**src/design/cta_pkg.sv**
```systemverilog
// Shared types and constants of the completion tag allocator.
`default_nettype none
package cta_pkg;

   localparam int IDX_W = 12;
   localparam int TAG_W = 13;
   localparam int PAY_W = 64;
   localparam int RES_W = 32;

   localparam logic [TAG_W-1:0] TAG_BASE   = 13'd1024;
   localparam logic [PAY_W-1:0] TAG_IGNORE = 64'd0;
   localparam logic [PAY_W-1:0] TAG_WAKE   = 64'd1;

   localparam logic ACT_ALLOCATE = 1'b0;

   typedef enum logic [2:0] {
      ST_ALLOCATED    = 3'd0,
      ST_FULL         = 3'd1,
      ST_DISPATCHED   = 3'd2,
      ST_IGNORED      = 3'd3,
      ST_WAKE         = 3'd4,
      ST_UNRECOGNIZED = 3'd5,
      ST_BAD_TAG      = 3'd6
   } cta_status_type;

   typedef enum logic [2:0] {
      K_NO_CALLBACK = 3'd0,
      K_ALLOC       = 3'd1,
      K_RELEASE     = 3'd2,
      K_IGNORE      = 3'd3,
      K_WAKE        = 3'd4,
      K_UNRECOGNIZED = 3'd5,
      K_OUT_OF_RANGE = 3'd6
   } cta_kind_type;

   typedef struct packed {
      cta_kind_type             kind;
      logic [IDX_W-1:0]         idx;
      logic signed [PAY_W-1:0]  payload;
      logic signed [RES_W-1:0]  result;
   } cta_op_type;

   typedef enum logic {
      S_IDLE = 1'b0,
      S_EXEC = 1'b1
   } cta_state_type;

endpackage
`default_nettype wire

```
**src/design/cta_front.sv**
```systemverilog
// Front end: classifies an incoming transaction into a queued operation.
`default_nettype none
module cta_front
   import cta_pkg::*;
#(
   parameter int ENTRIES = 256
) (
   input  wire logic                 req_action,
   input  wire logic                 req_wants_callback,
   input  wire logic signed [63:0]   req_payload,
   input  wire logic [63:0]          req_completion_tag,
   input  wire logic signed [31:0]   req_completion_result,
   output cta_op_type                op
);

   localparam logic [63:0] TAG_LIMIT = 64'(1024 + ENTRIES);

   logic [63:0] tag_offset;

   assign tag_offset = req_completion_tag - 64'(TAG_BASE);

   always_comb begin
      op.idx     = tag_offset[IDX_W-1:0];
      op.payload = req_payload;
      op.result  = req_completion_result;
      if (req_action == ACT_ALLOCATE) begin
         op.kind = req_wants_callback ? K_ALLOC : K_NO_CALLBACK;
      end else if (req_completion_tag >= 64'(TAG_BASE)) begin
         op.kind = (req_completion_tag < TAG_LIMIT) ? K_RELEASE : K_OUT_OF_RANGE;
      end else if (req_completion_tag == TAG_IGNORE) begin
         op.kind = K_IGNORE;
      end else if (req_completion_tag == TAG_WAKE) begin
         op.kind = K_WAKE;
      end else begin
         op.kind = K_UNRECOGNIZED;
      end
   end

endmodule
`default_nettype wire

```
**config.mk**
```make
export PLATFORM = sky130hd
export DESIGN_NAME = cta_front
export DESIGN_NICKNAME = d
export VERILOG_FILES = /design/src/design/cta_pkg.sv /design/src/design/cta_front.sv
export SDC_FILE = /design/constraint.sdc
export NUM_CORES = 1
export LEC_CHECK = 0
export ABC_CLOCK_PERIOD_IN_PS = 1900
export BUFFER_PORTS_ARGS = -buffer_cell sky130_fd_sc_hd__buf_2
export CORE_AREA = 8 8 100 102
export DETAILED_ROUTE_END_ITERATION = 7
export DIE_AREA = 0 0 108 110
export GPL_TIMING_DRIVEN = 0
export PLACE_DENSITY = 0.59
export SKIP_LAST_GASP = 1
export SLEW_MARGIN = 10
export SYNTH_ARGS = -nofsm -noshare
export SYNTH_HDL_FRONTEND = slang
export SYNTH_SLANG_ARGS = --single-unit
export TNS_END_PERCENT = 1
```
**constraint.sdc**
```tcl
create_clock -name vclk -period 1.9
set_input_delay 0.38 -clock vclk [all_inputs]
set_output_delay 0.38 -clock vclk [all_outputs]
set_load 0.03 [all_outputs]
```
# Word-level counts from Yosys, hierarchy flattened

Index checks and enable logic that the tools add are counted.
Widths: inputs -> output; s select.

$lt $le $gt $ge: 2
Reductions and logical operators: 1
Mux-type cells: 6
Add/subtract/negate cells: 1
Equal/unequal tests: 1

Operators by type and width:

| operator               | number |
|---|---|
| $eq 64x1->1 const B    | 1 |
| $ge 64x11->1 const B   | 1 |
| $logic_not 64->1       | 1 |
| $lt 64x11->1 const B   | 1 |
| $mux 3                 | 4 |
| $sub 12x11->12 const B | 1 |
| $mux 1                 | 2 |

Input bits: 162
Flip-flop bits (word level): 0
Word-level logic and storage cells: 11
Output and inout bits: 111

# Logic depth before layout (Yosys ltp)

Word-level depth: 5
Mapped depth: 6
Depth with buffers taken out: 6

# Worst setup path before layout

OpenSTA, ideal clock, no wires.

Path type: input -> output
Start: in req_completion_tag[5]
End: out op[109] (netlist bit)
Data required time: 1.520 ns
Path slack: -0.409 ns
Cell stages on the path: 5
Data arrival time: 1.929 ns
Buffers on the path: 0
Cell sequence: nor4_1 nand3_1 o21ai_0 and4b_1 a21boi_0

RTL lines:

| what               | RTL line        | text |
|---|---|---|
| start: declaration | cta_front.sv:11 | `input wire logic [63:0] req_completion_tag,` |
| end: declaration   | cta_front.sv:13 | `output cta_op_type op` |

==> summary.txt <==
Rel. slew slack: 0.7596
Hold Fails Final Rpt: 0
Count of buffers inserted at the top-level ports: 177
Number of antenna diodes: 0
Sequential fraction of the synthesis area: 0
Proportion of power drawn by flip-flops and latches: 0
Largest cells by area after synthesis: buf_4 (73%), nor4_1 (8.0%), ha_1 (3.4%), nand2_1 (2.4%), nor4_4 (1.9%)
Leading area contributor after synthesis: buf_4
Router iterations before antenna repair: 2
Proportion of power drawn by combinational gates: 1.000
Cell row count: 34
Average wire per standard cell: 13.62 µm
Global-route wire length before repair: 8169 µm
Final estimated routing congestion in global placement: 0.7200
Post-Syn Area per Cell: 7.164 µm²
Die span in y: 110 µm
Leakage dissipation: 1.343 nW
Min Clock Period, post-route: 2.234 ns
Global route overflow: 0
Power per unit of standard cell area: 294.0 nW/µm²
Pin count of the biggest net entering global routing: 6
1st-iter DRT viols: 51
Largest fanout of any net on the critical path: 4
Top cell types by occurrence after synthesis: buf_4 (106), nor4_1 (14), nand2_1 (7)
DRC violation count after routing: 0
Effective utilization at floorplan: 0.1295
Critical setup path kind: in2out
Final layout net count: 498
Fmax achieved: 0.4477 GHz
Least setup slack across all paths after layout: -0.3338 ns
Number of synthesis warnings: 0
Power Internal: 0.2914 mW
Switching Power: 0.3771 mW
Hold_ws: 1.012 ns
Total global routing track utilization: 0.08128
Final worst-path cycle share: 1.176
Net switching fraction of the power: 0.5641
Capturing element type of the critical path: primary output
Number of antenna violations at the first check in global routing: 0
Result of the run: complete, but fails checks
Startpoint kind of the worst setup timing path: input port
Seq. cell area: 0 µm²
Fraction of layout cells with a size suffix above 1: 0.9003
Via-to-Cell Ratio: 3.551
Net Count, Synth: 318
Total of max-cap violations: 0
Total via count in the routed design: 1559
Die outline area: 11880 µm²
Post-Syn Instances: 153
Final setup violating endpoints: 3
Final-report max-slew violation count: 0
Worst voltage drop across the vdd grid: 0.0001614 V
Core region area: 8466 µm²
Count of different cell masters after synthesis: 20
Number of flip-flops and latches: 0
Horizontal die dimension: 108 µm
Portion of synthesized cell area occupied by the leading cell type: 0.7260
WL final: 5979 µm
Violated checks: setup timing
Cell with the most instances after synthesis: buf_4
Transition time of the tightest slew-check pin: 0.3573 ns
Data arrival time of the critical path: 1.85 ns
Total half-perimeter wirelength after legalization and detailed placement: 5666 µm
Number of placed I/O pins: 273
Worst Hold Class: in2out
Number of global-route vias before repair: 1736
Fraction of power consumed by the clock network: 0
Worst path required time: 1.52 ns
CTS Hold Buffers Added: 0
Total Neg Setup Slack: -0.8929 ns
Clock buf count: 0
Remaining number of nets flagged by the antenna check after routing: 0
Unrepaired setup endpoints after global routing: true
Synthesis-to-layout area growth: 107.4%
Synthesized area: 1096 µm²
-- critical path, stage by stage --
cell	delay, ns
buf_2	0.11
nor4_2	0.26
nand2_1	0.12
nor4_4	0.38
and4b_2	0.32
buf_6	0.11
a21boi_4	0.04
buf_6	0.14
-- cell usage in the layout, fill, tap and decap left out --
| cell | synthesis | layout |
|---|---|---|
| buf_2 | 0 | 171 |
| nor4_4 | 1 | 4 |
| nor2_1 | 3 | 3 |
| nand4_1 | 1 | 1 |
| nand2_1 | 7 | 7 |
| o21a_1 | 1 | 1 |
| nor4_2 | 0 | 6 |
| nor2b_1 | 1 | 1 |
| nand3_1 | 2 | 2 |
| nor4_1 | 14 | 5 |
| nand4b_1 | 1 | 1 |
| nor3_1 | 2 | 2 |
| buf_4 | 106 | 106 |
| a21boi_4 | 0 | 1 |
| o21ai_2 | 0 | 1 |
| nand2b_1 | 1 | 1 |
| mux2i_1 | 1 | 1 |
| a21oi_1 | 1 | 1 |
| buf_6 | 0 | 7 |
| and4b_2 | 0 | 1 |
| ha_1 | 3 | 3 |
| inv_1 | 4 | 4 |
| a31o_4 | 0 | 1 |
-- through the flow --
stage	power [mW]	std cells	area (µm²)	utilization	setup slack, ns
after floorplan	0.4560	153	1147	-	-0.03527
after global placement	0.6519	438	2168	0.2561	-0.4205
after detailed placement	0.6562	438	2168	0.2561	-0.4448
after CTS	0.6681	439	2230	0.2634	-0.3310
after global routing	0.7070	439	2273	0.2685	-0.4122
final	0.6685	439	2273	0.2685	-0.3338
-- cells by family (layout without fill, tap and decap cells) --
kind of cell | count (synthesis) | in the layout | synth area share
adder cells (fa/ha/maj) | 3 | 3 | 0.03425
AO/OA/AOI/OAI | 5 | 5 | 0.03082
AND/OR/NAND/NOR | 34 | 34 | 0.1861
multiplexers | 1 | 1 | 0.009133
buffers and inverters | 110 | 288 | 0.7397
-- final cells by class --
type               count  area, µm²
repair buffers       178      934.6
multi-input cells     43      392.9
well taps            108      135.1
fillers              947       6192
inverters              4      15.01
plain buffers        106      795.8
-- path summary, 6_finish.rpt --
kind | cells past startpoint | slack (ns) | start | to
worst min-delay path | 2 | 1.01 | req_payload[30] | op[62]
worst max-delay path | 8 | -0.33 | req_completion_tag[26] | op[109]
-- repair_timing --
action                                  CTS  global route
resized for setup                        12             7
buffers inserted                          1             0
pin swaps                                 7             4
endpoints found under the setup margin    3             3
-- per-layer routing --
layer,GRT usage,vias up,routed length [µm]
met5,0,-,0
li1,-,754,-
met4,0,0,24
met1,0.07842,655,1775
met3,0.03430,2,960
met2,0.1643,148,3220
-- power by group through the flow --
stage | Combinational, mW | Sequential (mW) | Clock, mW
final | 0.668 | 0 | 0
after CTS | 0.668 | 0 | 0
after floorplan | 0.456 | 0 | 0
after detailed placement | 0.656 | 0 | 0
after global routing | 0.707 | 0 | 0
after global placement | 0.652 | 0 | 0
No activity file was read; power rests on OpenSTA's default activity.
