<file path="src/design/cta_pkg.sv">
// Shared types and constants of the completion tag allocator.
`default_nettype none
package cta_pkg;

   localparam int IDX_W = 12;
   localparam int TAG_W = 13;
   localparam int PAY_W = 64;
   localparam int RES_W = 32;

   localparam logic [TAG_W-1:0] TAG_BASE   = 13'd1024;
   localparam logic [PAY_W-1:0] TAG_IGNORE = 64'd0;
   localparam logic [PAY_W-1:0] TAG_WAKE   = 64'd1;

   localparam logic ACT_ALLOCATE = 1'b0;

   typedef enum logic [2:0] {
      ST_ALLOCATED    = 3'd0,
      ST_FULL         = 3'd1,
      ST_DISPATCHED   = 3'd2,
      ST_IGNORED      = 3'd3,
      ST_WAKE         = 3'd4,
      ST_UNRECOGNIZED = 3'd5,
      ST_BAD_TAG      = 3'd6
   } cta_status_type;

   typedef enum logic [2:0] {
      K_NO_CALLBACK = 3'd0,
      K_ALLOC       = 3'd1,
      K_RELEASE     = 3'd2,
      K_IGNORE      = 3'd3,
      K_WAKE        = 3'd4,
      K_UNRECOGNIZED = 3'd5,
      K_OUT_OF_RANGE = 3'd6
   } cta_kind_type;

   typedef struct packed {
      cta_kind_type             kind;
      logic [IDX_W-1:0]         idx;
      logic signed [PAY_W-1:0]  payload;
      logic signed [RES_W-1:0]  result;
   } cta_op_type;

   typedef enum logic {
      S_IDLE = 1'b0,
      S_EXEC = 1'b1
   } cta_state_type;

endpackage
`default_nettype wire

</file>
<file path="src/design/cta_queue.sv">
// Two-entry queue of classified operations between the front and back ends.
`default_nettype none
module cta_queue
   import cta_pkg::*;
(
   input  wire logic        clock,
   input  wire logic        reset,
   input  wire logic        push,
   input  wire cta_op_type  push_op,
   input  wire logic        pop,
   output logic             full,
   output logic             empty,
   output cta_op_type       head_op
);

   cta_op_type  slot_ff [2];
   logic        wr_ptr_ff, wr_ptr_in;
   logic        rd_ptr_ff, rd_ptr_in;
   logic [1:0]  count_ff, count_in;

   assign full    = (count_ff == 2'd2);
   assign empty   = (count_ff == 2'd0);
   assign head_op = slot_ff[rd_ptr_ff];

   always_comb begin
      wr_ptr_in = push ? ~wr_ptr_ff : wr_ptr_ff;
      rd_ptr_in = pop ? ~rd_ptr_ff : rd_ptr_ff;
      count_in  = count_ff + 2'(push) - 2'(pop);
   end

   always_ff @(posedge clock) begin
      if (reset) begin
         wr_ptr_ff <= 1'b0;
         rd_ptr_ff <= 1'b0;
         count_ff  <= 2'd0;
      end else begin
         wr_ptr_ff <= wr_ptr_in;
         rd_ptr_ff <= rd_ptr_in;
         count_ff  <= count_in;
      end
   end

   always_ff @(posedge clock) begin
      if (push) begin
         slot_ff[wr_ptr_ff] <= push_op;
      end
   end

endmodule
`default_nettype wire

</file>
<file path="config.mk">
export PLATFORM = sky130hd
export DESIGN_NAME = cta_queue
export DESIGN_NICKNAME = d
export VERILOG_FILES = /design/src/design/cta_pkg.sv /design/src/design/cta_queue.sv
export SDC_FILE = /design/constraint.sdc
export NUM_CORES = 1
export LEC_CHECK = 0
export BUFFER_PORTS_ARGS = -buffer_cell sky130_fd_sc_hd__buf_2
export CORE_ASPECT_RATIO = 1.1
export CORE_MARGIN = 10
export CORE_UTILIZATION = 56
export DETAILED_ROUTE_END_ITERATION = 8
export PLACE_DENSITY = 0.95
export SYNTH_ARGS = -nofsm -noshare
export SYNTH_HDL_FRONTEND = slang
export SYNTH_SLANG_ARGS = --single-unit
</file>
<file path="constraint.sdc">
create_clock -name clock -period 18.33 [get_ports clock]
set_input_delay 0.9165 -clock clock [delete_from_list [all_inputs] [get_ports clock]]
set_output_delay 0.9165 -clock clock [all_outputs]
set_load 0.03 [all_outputs]
</file>
==> Word level (Yosys, flattened, before mapping) <==
Memories as Yosys holds them, arrays and structs flattened. A register that Yosys moved wholly into a read port is not among the register bits.
Index checks and enable logic that the tools add are counted.
{ "totals": {"reg_bits": 4, "latch_bits": 0, "ramBits": 222, "mem_bits_ro": 0, "inputBits": 115, "output_inout_bits": 113, "elab_cells": 14, "n_memories": 1} }
{ "classes": {"addsub": 2, "mul": 0, "n_div": 0, "n_lt_le_gt_ge": 0, "eq_ne": 1, "shift": 0, "mux": 4, "bitwise": 2, "reduce_logical": 1} }
{ "mem_list": {"columns": ["memory", "words", "word_bits", "read_ports", "rd_clocked_by_memory_dff", "write_ports", "line", "rtl"], "rows": [
  ["slot_ff", 2, 111, 1, 1, 1, "cta_queue.sv:16", "cta_op_type slot_ff [2];"]
]} }
{ "ops": {"columns": ["cell", "count"], "rows": [
  ["$mux W1", 4],
  ["$add A2 B1 Y2", 1],
  ["$eq A2 B2 Y1 const B", 1],
  ["$logic_not A2 Y1", 1],
  ["$not A1 Y1", 2],
  ["$sub A2 B1 Y2", 1]
]} }

==> Depth between registers and ports, before layout <==
Gate-level depths: netlist (run 1).
{ "depth": {"ltp_word": 3, "depth_mapped": 6, "mapped_depth_nobuf": 6} }

==> Worst setup path after synthesis (run 1) <==
Ideal clock, no wire load.
{ "synth_timing": {"path_type": "input port to flip-flop", "startpoint": "in push", "endpoint": "mem slot_ff[0][0] (netlist bit) (enable)", "setup_time_ns": 0.595, "t_arrival_ns": 5.739, "required_time_ns": 17.735, "slack_ns": 11.996, "path_stages": 1, "n_path_buf": 0, "cell_sequence": "nor2b_1"} }
{ "synth_between": {"elab_chain_cells": 2} }
{ "synth_lines": {"columns": ["element", "line", "rtl"], "rows": [
  ["from (decl)", "cta_queue.sv:8", "input wire logic push,"],
  ["$mux W1", "cta_queue.sv:44", "if (push) begin"],
  ["$mux W1 (implied by the code)", "cta_queue.sv:45", "slot_ff[wr_ptr_ff] <= push_op;"],
  ["to (decl)", "cta_queue.sv:16", null]
]} }
Every way passes these cells.

==> results of run 1 <==
cells in the mapped netlist:
library cell               instances
sky130_fd_sc_hd__and2_1            1
sky130_fd_sc_hd__buf_2             2
sky130_fd_sc_hd__buf_6            10
sky130_fd_sc_hd__dfxtp_1           5
sky130_fd_sc_hd__edfxtp_1        222
sky130_fd_sc_hd__ha_1              2
sky130_fd_sc_hd__inv_1             2
sky130_fd_sc_hd__mux2_2          111
sky130_fd_sc_hd__nor2_1            5
sky130_fd_sc_hd__nor2b_1           3
sky130_fd_sc_hd__xnor2_1           2
sky130_fd_sc_hd__xnor3_1           1
power groups by stage:
stage          logic, mW  clock network (mW)  registers, mW
2_1_floorplan      0.119                   0          0.626
6_report           0.166               0.410          0.618
3_5_place_dp       0.168                   0          0.629
3_3_place_gp       0.164                   0          0.626
4_1_cts            0.169               0.420          0.618
5_1_grt            0.177               0.442          0.621
how the worst max path moves through the flow:
stage | to | slack (ps)
global placement | slot_ff[0][33]$_DFFE_PP_ | 15170
global route | head_op[86] | 14600
finish | head_op[110] | 14770
detailed placement | slot_ff[0][52]$_DFFE_PP_ | 15080
floorplan | slot_ff[0][0]$_DFFE_PP_ | 12000
CTS | head_op[45] | 14720
cell families after synthesis:
group	count (synthesis)
buf+inv	14
fa+ha+maj	2
xor+xnor	3
simple gates	9
mux	111
flops	227
layout make-up:
type                            instances  area share [%]
Antenna cell                            1          0.0245
Clock buffer                           29            5.86
Clock inverter                          9           0.637
Inverter                                2          0.0735
Multi-Input combinational cell        125            13.4
Sequential cell                       227            66.3
Tap cell                              192            2.35
Timing Repair Buffer                  230            11.3
flip-flops by register name (all words and copies together) (netlist names), named ones only:
register / flops
count_ff: 2
wr_ptr_ff: 1
rd_ptr_ff: 1
slot_ff: 222
worst max-delay path: stages, from the launching register on:
cell and delay (ps):
sky130_fd_sc_hd__dfxtp_4 680, sky130_fd_sc_hd__buf_4 780, sky130_fd_sc_hd__mux2_2 430, sky130_fd_sc_hd__buf_2 180
metal layers:
metal	GRT usage, %	share of wire, %	vias up
met5	0	0.079	-
met4	4.69	2.1	2
met3	5.15	8.8	32
met2	27.9	52	173
met1	18.0	37	2033
li1	-	-	1940
==> flow_summary_export.csv, run 1 <==
group,metric,value,unit
outcome,status,"finished clean",
clock_network,clock_path_buffers,3,
logic_synthesis,ys_seq_elements,227,
floorplan,die_area,0.0200,mm2
global_routing,groute.usage.overall,15.9,%
power_and_ir_drop,switching_share,24.0,%
clock_network,clock-sinks,227,
finish,layout.nets,725,
floorplan,core_area,0.0144,mm2
finish,stdcell_count,815,
run,max_capacitance_violation_total,0,
power_and_ir_drop,power.share.sequential,51.8,%
place,place.detailed.hpwl,11600,um
routing,route.detailed.wl_per_inst,20.3,um
worst_setup_path,critical_path.startpoint_type,"flip-flop",
finish,syn2layout_area_growth,23.7,%
routing,route.vias.total,4180,
sta,min_period_over_period,19.4,%
worst_setup_path,reg2reg_from,"wr_ptr_ff$_SDFFE_PP0P_",
finish,layout.cells.most_common_list,"sky130_fd_sc_hd__buf_2 (227), sky130_fd_sc_hd__edfxtp_1 (222), sky130_fd_sc_hd__mux2_2 (111)",
finish,layout_commonest_cell,"sky130_fd_sc_hd__buf_2",
floorplan,die_w,136,um
logic_synthesis,complex_gate_fraction_of_the_synthesized_area,0,%
power_and_ir_drop,power_density,117,mW/mm2
finish,multiInputGateArea,0.00137,mm2
sta,finalMaxSlewViolations,0,
worst_setup_path,ff2ff_setup_slack,15840,ps
logic_synthesis,synth_largest_type_area_fraction,80.8,%
power_and_ir_drop,power_leakage,3.84,nW
routing,wirelength,16600,um
worst_setup_path,worst-path-max-fanout,72,
clock_network,path_clk_slew,60,ps
logic_synthesis,synth_top_family_by_area,"multiplexers",
logic_synthesis,synth_sequential_area_ratio,82.0,%
finish,fillers,897,
hold_path,worstHoldPathCells,2,
routing,postRouteAntennaNets,0,
power_and_ir_drop,clock_share_of_power,34.4,%
sta,fin_hold_ws,518,ps
floorplan,initial_core_util,57.1,%
hold_path,hold_class,"reg2reg",
logic_synthesis,synth_warnings,0,
logic_synthesis,synth_fa_ha_area_share,0.303,%
floorplan,die_y,147,um
sta,worst_slew_margin_rel,27.9,%
finish,drive_gt1_share,59.8,%
place,place.gp.congestion,0.768,
sta,clock_skew,4.86,ps
global_routing,gr-total-overflow,0,
routing,via_per_inst,5.13,
clock_network,clock_latency,480,ps
logic_synthesis,syn_area_per_cell,22.6,um2
sta,post-route-worst-setup-slack,14770,ps
routing,drt_iter0_markers,258,
finish,final_cell_area,0.0102,mm2
sta,grt_setup_unrepaired,"no",
power_and_ir_drop,internal_power,0.907,mW
clock_network,cts_tree,"done",
hold_path,beginning_of_the_worst_hold_path,"rd_ptr_ff$_SDFFE_PP0P_",
logic_synthesis,syn_inst,366,
hold_path,whs_endpoint,"rd_ptr_ff$_SDFFE_PP0P_",
logic_synthesis,synth_top_cells_by_area,"sky130_fd_sc_hd__edfxtp_1 (81%), sky130_fd_sc_hd__mux2_2 (15%), sky130_fd_sc_hd__buf_6 (1.4%)",
logic_synthesis,yosys.area_share.simple,0.530,%
power_and_ir_drop,power.switching,0.287,mW
floorplan,rows,46,
worst_setup_path,worst_ep_arrival_time,2640,ps
place,io_port_bufs,227,
clock_network,cts_setup_buffers,0,
logic_synthesis,post-synth-top-area-cell,"sky130_fd_sc_hd__edfxtp_1",
routing,detail_route.drc_violations,0,
clock_network,h_tree_levels,1,
logic_synthesis,synth_cell_type_count,12,
global_routing,grt_pass1_vias,4691,
clock_network,post_cts_resized,0,
global_routing,grt_max_degree,82,
global_routing,grt_antenna_before_repair,2,
finish,area.sequential,0.00677,mm2
logic_synthesis,synth.cell_area,0.00826,mm2
routing,drt_first_pass_iters,4,
worst_setup_path,crit-reg2reg-capture,"slot_ff[0][95]$_DFFE_PP_",
clock_network,cts_hold_buffers,0,
power_and_ir_drop,report.power.total,1.19,mW
sta,highest_attainable_clock_frequency,0.281,GHz
logic_synthesis,synth_mux_area_share,15.1,%
clock_network,inserted_clock_buffers,22,
worst_setup_path,crit_type,"reg2out",
finish,final_core_util,70.7,%
place,numPlacedInstances,776,
sta,min_clock_period_post_route,3560,ps
sta,setup_viol,0,
place,dpl-instance-area,0.00955,mm2
sta,final_hold_viol_count,0,
power_and_ir_drop,irDropWorstVdd,88.6,uV
floorplan,i_o_pins,228,
power_and_ir_drop,pwr-share-comb,13.9,%
sta,max_slew.worst_pin.slew,1080,ps
place,detailedPlace.worstSlack,15080,ps
global_routing,grt_first_pass_wirelength,25200,um
worst_setup_path,rr_worst_depth,2,
logic_synthesis,synth_xor_area_share,0.485,%
sta,fin_tns_setup,0,ps
clock_network,cts-root-buf,"sky130_fd_sc_hd__clkbuf_16",
worst_setup_path,cp.required,17410,ps
logic_synthesis,synth_nets,483,
worst_setup_path,cp-end-kind,"primary output",
Power figures use the tool's default switching activity.
==> inputs of run 2 (changes only) <==
Settings changed: ABC_AREA from default to 1, CORE_UTILIZATION 56 to 52, PLACE_DENSITY 0.95 to 0.91.
Clock period 18.33 ns to 3.3 ns, I/O delays scaled along.
==> run 2 against run 1 <==
Cell count up 17%. Highest routed layer is now met4. Critical path depth stayed put. Power rose to 6.0 times the previous value. Global-route usage is 1.5 points higher. Synthesized cell count up 2.7%. Critical endpoint is now head_op[22]. Combinational power rose to 5.9 times the previous value. Die area grew 6.7%. Worst hold slack got worse by 490 ps. Clock power rose to 6.7 times the previous value. Final area is 14% higher. Clock skew grew 9.1 ps. Critical path type unchanged.
==> flow_summary_export.csv, run 2 <==
group,metric,value,unit
logic_synthesis,synth_cell_type_count,13,
finish,largest_register_ff_count,222,
clock_network,clock_path_buffers,3,
routing,via_per_inst,4.98,
global_routing,grt_max_degree,61,
routing,met2RoutedLength,10500,um
sta,highest_attainable_clock_frequency,0.396,GHz
sta,min_period_over_period,76.5,%
logic_synthesis,post-synth-top-area-cell,"sky130_fd_sc_hd__edfxtp_1",
worst_setup_path,cp-end-kind,"primary output",
place,io_port_bufs,227,
routing,postRouteAntennaNets,0,
clock_network,clock-sinks,227,
clock_network,path_clk_slew,60,ps
global_routing,grt_antenna_before_repair,2,
sta,finalMaxSlewViolations,0,
logic_synthesis,synth_top_cells_by_area,"sky130_fd_sc_hd__edfxtp_1 (81%), sky130_fd_sc_hd__mux2_2 (15%), sky130_fd_sc_hd__buf_6 (1.4%)",
run,max_capacitance_violation_total,0,
worst_setup_path,cp.required,3130,ps
logic_synthesis,yosys-top-cells-count,"sky130_fd_sc_hd__edfxtp_1 (222), sky130_fd_sc_hd__mux2_2 (111), sky130_fd_sc_hd__buf_6 (10)",
hold_path,hold_class,"in2reg",
hold_path,worstHoldPathCells,3,
finish,layout.cells.most_common_list,"sky130_fd_sc_hd__buf_2 (227), sky130_fd_sc_hd__edfxtp_1 (222), sky130_fd_sc_hd__dlygate4sd3_1 (113)",
worst_setup_path,critical_path.startpoint_type,"flip-flop",
sta,final_hold_viol_count,0,
finish,drive_gt1_share,51.2,%
sta,max_slew.worst_pin.slew,846,ps
worst_setup_path,worst_ep_arrival_time,2360,ps
finish,regMostFlops,"slot_ff",
outcome,status,"finished clean",
power_and_ir_drop,power.share.sequential,47.7,%
power_and_ir_drop,report.power.total,7.14,mW
sta,setup_viol,0,
sta,clock_skew,14.0,ps
routing,top_signal_layer_used,"met4",
clock_network,h_tree_levels,1,
worst_setup_path,crit_type,"reg2out",
logic_synthesis,synth_sequential_area_ratio,81.9,%
power_and_ir_drop,irDropWorstVdd,445,uV
logic_synthesis,ys_seq_elements,227,
sta,fin_hold_ws,27.4,ps
logic_synthesis,synth_nets,493,
clock_network,cts_setup_buffers,0,
finish,layout.nets,851,
clock_network,post_cts_resized,0,
sta,fin_tns_setup,0,ps
routing,route.detailed.wl_per_inst,20.6,um
power_and_ir_drop,pwr-share-comb,13.8,%
routing,detail_route.drc_violations,0,
routing,met3RoutedLength,1440,um
logic_synthesis,synth_largest_type_area_fraction,80.7,%
place,numPlacedInstances,797,
logic_synthesis,yosysMostFrequentCell,"sky130_fd_sc_hd__edfxtp_1",
logic_synthesis,async_reset_ff_share,0,%
power_and_ir_drop,power.switching,1.65,mW
logic_synthesis,synth-edff-count,222,
logic_synthesis,synth_warnings,0,
routing,wirelength,19600,um
routing,m1WireLength,7370,um
clock_network,cts-root-buf,"sky130_fd_sc_hd__clkbuf_16",
clock_network,cts_hold_buffers,113,
global_routing,gr-total-overflow,0,
global_routing,grt_first_pass_wirelength,30000,um
logic_synthesis,dominantRegCellSynth,"sky130_fd_sc_hd__edfxtp_1",
finish,layout_top_registers,"slot_ff x222, count_ff x2",
finish,syn2layout_area_growth,40.3,%
power_and_ir_drop,switching_share,23.2,%
global_routing,grt_pass1_vias,5396,
place,place.detailed.hpwl,12000,um
logic_synthesis,syn_inst,376,
global_routing,groute.usage.overall,17.4,%
logic_synthesis,syn_area_per_cell,22.0,um2
finish,final_core_util,74.0,%
worst_setup_path,rr_worst_depth,3,
clock_network,inserted_clock_buffers,22,
finish,fillers,867,
sta,grt_setup_unrepaired,"no",
finish,stdcell_count,953,
floorplan,initial_core_util,52.7,%
floorplan,i_o_pins,228,
clock_network,cts_tree,"done",
power_and_ir_drop,power_leakage,4.44,nW
floorplan,die_area,0.0213,mm2
finish,layout_commonest_cell,"sky130_fd_sc_hd__buf_2",
worst_setup_path,worst-path-max-fanout,60,
power_and_ir_drop,power_density,616,mW/mm2
floorplan,die_y,152,um
floorplan,core_area,0.0157,mm2
routing,drt_first_pass_iters,5,
clock_network,clock_latency,490,ps
floorplan,rows,48,
place,place.gp.congestion,0.816,
sta,min_clock_period_post_route,2530,ps
power_and_ir_drop,internal_power,5.49,mW
power_and_ir_drop,clock_share_of_power,38.5,%
floorplan,die_w,140,um
sta,worst_slew_margin_rel,43.6,%
routing,route.vias.total,4748,
routing,drt_iter0_markers,223,
logic_synthesis,synth.cell_area,0.00826,mm2
==> run 2: critical path, cell delays in order (launching register included) <==
cell and delay (ps):
sky130_fd_sc_hd__dfxtp_4 890, sky130_fd_sc_hd__buf_4 370, sky130_fd_sc_hd__mux2_2 370, sky130_fd_sc_hd__buf_2 190
==> run 2: final cells by class <==
class / instances / area [um2] / share of cell area, %
flip-flops and latches: 227 / 6770 / 58.4
diodes: 3 / 7.51 / 0.0648
repair buffers: 346 / 2360 / 20.4
clock buffers: 28 / 634 / 5.47
inverters: 8 / 32.5 / 0.281
well taps: 200 / 250 / 2.16
clock inverters: 12 / 185 / 1.60
multi-input cells: 129 / 1350 / 11.7
==> run 2: power by group through the flow <==
| stage | sequential, mW | clock (mW) | combinational (mW) |
|---|---|---|---|
| 2_1_floorplan | 3.43 | 0 | 0.617 |
| 3_3_place_gp | 3.46 | 0 | 0.848 |
| 3_5_place_dp | 3.47 | 0 | 0.870 |
| 4_1_cts | 3.41 | 2.79 | 0.983 |
| 5_1_grt | 3.42 | 2.93 | 1.04 |
| 6_report | 3.41 | 2.75 | 0.984 |
==> run 2: routing by layer <==
layer | GRT usage [%] | vias to the layer above
met2 | 31.2 | 192
li1 | - | 2204
met1 | 19.4 | 2331
met3 | 5.42 | 21
met5 | 0 | -
met4 | 4.43 | 0
==> run 2: kinds of logic (layout without fill, tap and decap cells) <==
kind of cell,after synthesis,count (layout),synth area share [%]
AOI/OAI and AO/OA,1,1,0.0605
xor gates and xnor gates,1,1,0.106
adders and majority gates,2,2,0.303
buffers and inverters,20,394,1.85
DFF,227,227,81.9
muxes,111,111,15.1
other,0,3,0
and+or+nand+nor,14,14,0.666
==> run 2: through the flow <==
stage,setup WS [ps],area (um2)
3_3_place_gp,1340,9640
4_1_cts,770,11600
5_1_grt,673,11600
2_1_floorplan,233,8270
6_report,774,11600
3_5_place_dp,1290,9640
==> run 2: worst paths after layout <==
| check | from | endpoint | slack (ps) |
|---|---|---|---|
| setup reg to reg | wr_ptr_ff$_SDFFE_PP0P_ | slot_ff[1][22]$_DFFE_PP_ | 1490 |
| hold reg to reg | rd_ptr_ff$_SDFFE_PP0P_ | rd_ptr_ff$_SDFFE_PP0P_ | 580 |
| setup / recovery | flip-flop | head_op[22] | 770 |
| hold / removal | pop | rd_ptr_ff$_SDFFE_PP0P_ | 30 |
